`config.mk`:
```
export PLATFORM = sky130hd
export DESIGN_NAME = tab_record_decimal_parser
export DESIGN_NICKNAME = d
export VERILOG_FILES = /design/src/rtl/trdp_pkg.sv /design/src/rtl/tab_record_decimal_parser.sv /design/src/rtl/trdp_core.sv
export SDC_FILE = /design/constraint.sdc
export NUM_CORES = 1
export LEC_CHECK = 0
export BUFFER_PORTS_ARGS = -buffer_cell sky130_fd_sc_hd__buf_2
export CORE_UTILIZATION = 50
export CTS_BUF_LIST = sky130_fd_sc_hd__clkbuf_4
export DETAILED_ROUTE_END_ITERATION = 16
export GPL_ROUTABILITY_DRIVEN = 0
export PLACE_DENSITY = 0.68
export SLEW_MARGIN = 10
export SYNTH_ARGS = -nofsm -noshare
export SYNTH_HDL_FRONTEND = slang
export SYNTH_SLANG_ARGS = --single-unit
```
`constraint.sdc`:
```
create_clock -name clk -period 6.8 [get_ports clk]
set_input_delay 0.68 -clock clk [delete_from_list [all_inputs] [get_ports clk]]
set_output_delay 0.68 -clock clk [all_outputs]
set_load 0.1 [all_outputs]
```
`src/rtl/trdp_pkg.sv`:
```
// Shared types, character codes and status codes for the tab record decimal parser.
// No dependencies; used by trdp_core and tab_record_decimal_parser.
package trdp_pkg;

  // Parse phase codes
  localparam logic [1:0] PH_SEEK   = 2'd0;
  localparam logic [1:0] PH_FIRST  = 2'd1;
  localparam logic [1:0] PH_DIGITS = 2'd2;

  // Result status codes
  localparam logic [1:0] ST_OK    = 2'd0;
  localparam logic [1:0] ST_NUL   = 2'd1;
  localparam logic [1:0] ST_EOL   = 2'd2;
  localparam logic [1:0] ST_DIGIT = 2'd3;

  // Character codes
  localparam logic [7:0] CH_NUL   = 8'h00;
  localparam logic [7:0] CH_TAB   = 8'h09;
  localparam logic [7:0] CH_LF    = 8'h0A;
  localparam logic [7:0] CH_CR    = 8'h0D;
  localparam logic [7:0] CH_MINUS = 8'h2D;
  localparam logic [7:0] CH_ZERO  = 8'h30;
  localparam logic [7:0] CH_NINE  = 8'h39;

  localparam int unsigned VALUE_W = 64;

  typedef logic [VALUE_W-1:0] value_t;

  typedef struct packed {
    logic [1:0] phase;
    value_t     acc;
    logic       neg;
  } trdp_state_t;

  typedef struct packed {
    logic       valid;
    value_t     value;
    logic [1:0] status;
  } trdp_result_t;

endpackage

```
`src/rtl/tab_record_decimal_parser.sv`:
```
// Top level of the tab record decimal parser: input byte register, parse state,
// result register. Depends on trdp_pkg and trdp_core.
//
// Usage:
//   The slave channel (in_*) carries one text byte per transfer in in_tdata.
//   Records look like: label, TAB, optional '-', decimal digits, optional CRs, LF.
//   The label is skipped; digits accumulate modulo 2^64.
//   The master channel (out_*) carries one result per finished record:
//   out_tdata holds the signed 64-bit value, out_tuser the status
//   (ok, NUL end of string, LF before TAB, invalid digit). Errors give value 0.
//   Bytes that finish no record produce no transfer on the master side.
// Timing:
//   A byte accepted into the input register is parsed there; a result it causes
//   is registered when the byte advances and is on out_* from then on. One byte
//   per cycle is sustained unless a result-making byte is blocked: the single
//   parse step (a 64-bit shift-add) between the input and result registers sets it.
// Stalls and reset:
//   While a result waits on out_tready, bytes that produce no result still
//   advance; a byte that would produce a result holds the input register and
//   in_tready drops. rst_n (synchronous, active low) empties both registers and
//   returns the parser to seeking the tab with a zero accumulator.
module tab_record_decimal_parser (
  input  logic        clk,
  input  logic        rst_n,
  input  logic        in_tvalid,
  output logic        in_tready,
  input  logic [7:0]  in_tdata,   // [7:0] char_in
  output logic        out_tvalid,
  input  logic        out_tready,
  output logic [63:0] out_tdata,  // [63:0] value (signed)
  output logic [1:0]  out_tuser   // [1:0] status
);
  import trdp_pkg::*;

  logic         stage_valid_r;
  logic [7:0]   stage_char_r;
  trdp_state_t  state_r;
  trdp_state_t  state_nxt;
  trdp_result_t res;
  logic         out_valid_r;
  value_t       out_value_r;
  logic [1:0]   out_status_r;
  logic         advance;

  trdp_core u_core (
    .state_i  (state_r),
    .char_i   (stage_char_r),
    .state_o  (state_nxt),
    .result_o (res)
  );

  // the staged byte moves on unless it makes a result and the result slot is taken
  assign advance   = stage_valid_r && (!res.valid || !out_valid_r || out_tready);
  assign in_tready = !stage_valid_r || advance;

  always_ff @(posedge clk) begin
    if (!rst_n) begin
      stage_valid_r <= 1'b0;
    end else if (in_tready) begin
      stage_valid_r <= in_tvalid;
    end
  end

  always_ff @(posedge clk) begin
    if (in_tready && in_tvalid) begin
      stage_char_r <= in_tdata;
    end
  end

  always_ff @(posedge clk) begin
    if (!rst_n) begin
      state_r <= '{phase: PH_SEEK, acc: '0, neg: 1'b0};
    end else if (advance) begin
      state_r <= state_nxt;
    end
  end

  always_ff @(posedge clk) begin
    if (!rst_n) begin
      out_valid_r <= 1'b0;
    end else if (advance && res.valid) begin
      out_valid_r <= 1'b1;
    end else if (out_tready) begin
      out_valid_r <= 1'b0;
    end
  end

  always_ff @(posedge clk) begin
    if (advance && res.valid) begin
      out_value_r  <= res.value;
      out_status_r <= res.status;
    end
  end

  assign out_tvalid = out_valid_r;
  assign out_tdata  = out_value_r;
  assign out_tuser  = out_status_r;

`ifndef ASSERT_OFF
  // error results always carry a zero value
  a_err_zero: assert property (@(posedge clk) disable iff (!rst_n)
    out_tvalid && (out_tuser != ST_OK) |-> (out_tdata == '0))
    else $error("error result with nonzero value");

  // a result resets the parse state
  a_result_clears: assert property (@(posedge clk) disable iff (!rst_n)
    advance && res.valid |=> (state_r.phase == PH_SEEK) && (state_r.acc == '0) && !state_r.neg)
    else $error("parse state not cleared after result");

  // input held off only while a byte is staged and blocked
  a_ready_hold: assert property (@(posedge clk) disable iff (!rst_n)
    !in_tready |-> stage_valid_r && res.valid && out_valid_r && !out_tready)
    else $error("in_tready low without a blocked result");

  // a blocked staged byte is kept for the next cycle
  a_stage_kept: assert property (@(posedge clk) disable iff (!rst_n)
    stage_valid_r && !advance |=> stage_valid_r && $stable(stage_char_r) && $stable(state_r))
    else $error("staged byte or state lost while blocked");

  // a pending result is not overwritten
  a_no_overwrite: assert property (@(posedge clk) disable iff (!rst_n)
    out_valid_r && !out_tready |-> !(advance && res.valid))
    else $error("pending result overwritten");
`endif

endmodule

```
`src/rtl/trdp_core.sv`:
```
// Next-state and result logic for one text byte of the tab record parser.
// Depends on trdp_pkg.
module trdp_core (
  input  trdp_pkg::trdp_state_t  state_i,
  input  logic [7:0]             char_i,
  output trdp_pkg::trdp_state_t  state_o,
  output trdp_pkg::trdp_result_t result_o
);
  import trdp_pkg::*;

  value_t acc_x10;
  value_t acc_next;
  value_t signed_acc;
  logic   is_digit;

  // acc * 10 as a shift-add; digit is the low nibble of '0'..'9'
  assign acc_x10    = {state_i.acc[VALUE_W-4:0], 3'b000} + {state_i.acc[VALUE_W-2:0], 1'b0};
  assign acc_next   = acc_x10 + {{(VALUE_W-4){1'b0}}, char_i[3:0]};
  assign signed_acc = state_i.neg ? (~state_i.acc + value_t'(1)) : state_i.acc;
  assign is_digit   = (char_i >= CH_ZERO) && (char_i <= CH_NINE);

  always_comb begin
    state_o  = state_i;
    result_o = '0;
    if ((state_i.phase == PH_FIRST) || (state_i.phase == PH_DIGITS)) begin
      state_o.phase = PH_DIGITS;
      priority if ((state_i.phase == PH_FIRST) && (char_i == CH_MINUS)) begin
        state_o.neg = 1'b1;
      end else if (char_i == CH_NUL) begin
        result_o = '{valid: 1'b1, value: '0, status: ST_NUL};
      end else if (char_i == CH_CR) begin
        // carriage return: skipped, sign window closes
      end else if (char_i == CH_LF) begin
        result_o = '{valid: 1'b1, value: signed_acc, status: ST_OK};
      end else if (!is_digit) begin
        result_o = '{valid: 1'b1, value: '0, status: ST_DIGIT};
      end else begin
        state_o.acc = acc_next;
      end
    end else begin
      // seeking the tab; the unused phase code behaves the same
      priority if (char_i == CH_NUL) begin
        result_o = '{valid: 1'b1, value: '0, status: ST_NUL};
      end else if (char_i == CH_LF) begin
        result_o = '{valid: 1'b1, value: '0, status: ST_EOL};
      end else if (char_i == CH_TAB) begin
        state_o = '{phase: PH_FIRST, acc: '0, neg: 1'b0};
      end else begin
        state_o.phase = PH_SEEK;
      end
    end
    // every result sends the parser back to the label
    if (result_o.valid) begin
      state_o = '{phase: PH_SEEK, acc: '0, neg: 1'b0};
    end
  end

endmodule

```
==> results.md <==
- # rows: 53
- DP Worst Slack: ~2.8 ns
- Pin count of the biggest net entering global routing: 62
- CP startpoint kind: flip-flop
- Synth Area in Compound Gates: 0.215
- Crit share post-route: 0.603
- Vert. Die Dim: about 150 um
- Vias in the first global route: around 9000
- Layout Skew: approximately 0.031 ns
- Iter 0 DRT Violations: 692
- Synth Area per Inst: 8.81 sq um
- Clk root buf: clkbuf_4
- Worst skew pair latency: 0.58 ns
- Critical setup path kind: reg2reg
- Post-CTS sizing: 0
- Slew Viols, Final: 0
- Reg-to-Reg Start: stage_char_r[3]
- Min-delay worst type: in2reg
- Max_cap viols: 0
- Syn Nets: roughly 1400
- Final setup violation count: 0
- Routed Antenna Nets: 0
- Total negative slack: 0 ns
- Post-DP Area: about 12000 sq um
- Fmax: approximately 0.24 GHz
- CTS hold repair buffers: 0
- Synth Area in Adders: 0.145
- Routed via count: about 9600
- Drt first pass iters: 5
- Reg-to-reg slack, setup: about 2.7 ns
- Post-synth top area share: 0.203
- Congestion Overflow GR: 0
- CTS buffer count: 17
- CTS tree: yes
- CTS clk-pin slew, worst paths: around 0.14 ns
- Top Ports: 80
- Design area: between 10000 and 15000 sq um
- Tmin final: between 4 and 5 ns
- Fillers: slightly below 2000
- WL final: about 28000 um
- Leakage: approximately 5.0 nW
- Total track usage: 0.256
- Ys flop type: edfxtp_1
- Setup bufs post-CTS: 0
- Layout cells sized above 1: 0.108
- Vias per cell: between 6 and 7
- Initial core utilization: 0.516
- Largest family of logic cells by synthesized area: compound AO/OA/AOI/OAI gates
- Critical Path AT: 4.56 ns
- Hold Path Sink: stage_char_r[7]
- RSZ-0062 raised after global routing: no
- Cell area after synthesis: 10900 sq um
- Area grow syn2layout: 8.04%
- Post-synth EDFFs: 74
- Distinct cells, synth: between 70 and 80
- Ys async rst share: 0
- Residual DRC: 0
- XOR/XNOR share of the synthesized area: 0.0905
- Port Buffers: roughly 80
- Simple-Gate Fraction of Synth Area: 0.183
- WL/cell: about 18 um
- Chip width: approximately 150 um
- Largest cells by area after synthesis: edfxtp_1 20%, ha_1 14%, dfxtp_1 13%
- CP Capture Type: flip-flop
- Slew @ Worst Pin: ~1.1 ns
- Final hold vios: 0
- Detailed placement HPWL: between 20000 and 25000 um
- Depth of the worst register-to-register path: 13
- Area of the multi-input gates: about 7000 sq um
- Leading area contributor after synthesis: edfxtp_1
- Final nets: 1425
- Worst vdd ir: between 0.09 and 0.1 mV
- Antenna violations before repair: 1
- Core area: ~21000 sq um
- Worst reg2reg endpoint: state_r[57]
- First-pass GRT wire length: roughly 45000 um
- Hold Path Origin: in_tdata[7]
- Die area: 22500 sq um
- Final core occ: 0.557
- Synth Register Bits: roughly 140
- CP required: slightly above 7 ns
- Ys Warns: 0
- Area taken by flip-flops and latches: ~3600 sq um
- Synth Instances: roughly 1200
- Final worst setup slack: around 2.7 ns
- Clock tree buffer depth: 2
- Clock sink count: 143
- Power Density: approximately 130 nW/um^2
- Clock H-tree levels: 4
- Multiplexer share of the synthesized area: 0.00366
- Status: complete, no violations
- CP max FO: 10
- Worst rel slew slack: 0.248
- Cell count of the worst hold path: 1
- Seq/Total Area, Yosys: 0.329
layout make-up:
| class | instances | area share |
|---|---|---|
| antenna | 1 | 0.000212 |
| clock buffer | 18 | 0.0114 |
| clock inverter | 14 | 0.0152 |
| inverter | 35 | 0.0111 |
| multi-input combinational | 1005 | 0.591 |
| sequential | 143 | 0.305 |
| tap | 275 | 0.0291 |
| timing repair buffer | 85 | 0.0373 |
flip-flops by register name (all words and copies together) (netlist names):
name and flops:
state_r 67, out_tdata 64, stage_char_r 8, out_tuser 2, out_tvalid 1, stage_valid_r 1
cells in the mapped netlist, types with 3 or more instances:
cell type	number
ha_1	124
nand2_1	122
nor2_1	116
a21oi_1	89
o21ai_0	89
xor2_1	84
edfxtp_1	74
dfxtp_1	69
clkbuf_1	52
inv_1	35
xnor2_1	29
nor2b_1	27
a21o_1	23
a22oi_1	23
o31ai_1	22
nand4_1	21
nor3_1	20
o21bai_1	19
nand3_1	15
or3_1	14
o41ai_1	11
and3_1	10
o21a_1	10
a31oi_1	9
a21boi_0	8
nand2b_1	8
nor4_1	8
and2_1	7
o211ai_1	7
a211oi_1	6
buf_2	6
or4_4	5
a221oi_1	4
mux2i_1	4
o21ai_1	4
or4_1	4
nor4b_1	3
o32a_1	3
per-layer routing:
layer,wire [um],global-route usage
met3,1860,0.0430
met2,12000,0.384
met1,13800,0.374
met5,0,0
met4,471,0.0732
logic make-up (layout without fill, tap and decap cells):
group,Yosys count,in the layout
AO/OA/AOI/OAI,360,360
flip-flops,143,143
buffers and inverters,93,152
adder cells (fa/ha/maj),126,126
AND/OR/NAND/NOR,402,402
multiplexers,4,4
other,0,1
XOR/XNOR,113,113
stage by stage:
| step | std cells | hold WS, ns | power [mW] |
|---|---|---|---|
| finish | 1576 | 0.290 | 1.55 |
| CTS | 1575 | 0.259 | 1.56 |
| floorplan | 1241 | 0.443 | 0.944 |
| global placement | 1543 | 0.458 | 0.953 |
| global route | 1576 | 0.253 | 1.60 |
| detailed placement | 1543 | 0.479 | 0.954 |
worst max-delay path by stage:
stage,startpoint,endpoint,slack (ns),depth (start not counted)
after global placement,stage_char_r[3],state_r[57],2.86,13
after CTS,stage_char_r[3],state_r[57],2.75,13
final,stage_char_r[3],state_r[57],2.70,13
after floorplan,stage_char_r[4],out_tdata[0],2.99,5
after detailed placement,stage_char_r[3],state_r[57],2.77,13
after global routing,stage_char_r[3],state_r[57],2.48,13
cells in the final DEF (no fill, tap or decap), drive strengths merged, types with 27 or more instances in the layout:
cell	n
o21ai	93
edfxtp	74
a21oi	89
nor2	116
ha	124
xor2	84
xnor2	29
buf	85
nor2b	27
nand2	122
inv	41
dfxtp	69
where the power goes:
part           leakage, nW  internal (mW)  switching (mW)
Sequential            1.15          0.903         0.00485
Combinational         3.67        0.00827          0.0187
Clock                0.170          0.267           0.352
worst max-delay path: stages, from the launching register on:
cell       delay [ns]
edfxtp_1         0.57
inv_1            0.14
fa_1             0.55
inv_1            0.07
fa_1             0.46
a21o_1           0.20
a21oi_1          0.26
or4_1            0.23
a21oi_1          0.15
o2111ai_1        0.38
nand2_1          0.19
a31o_2           0.31
nor4b_1          0.14
or3_1            0.38
(Power assumes the default switching activity.)
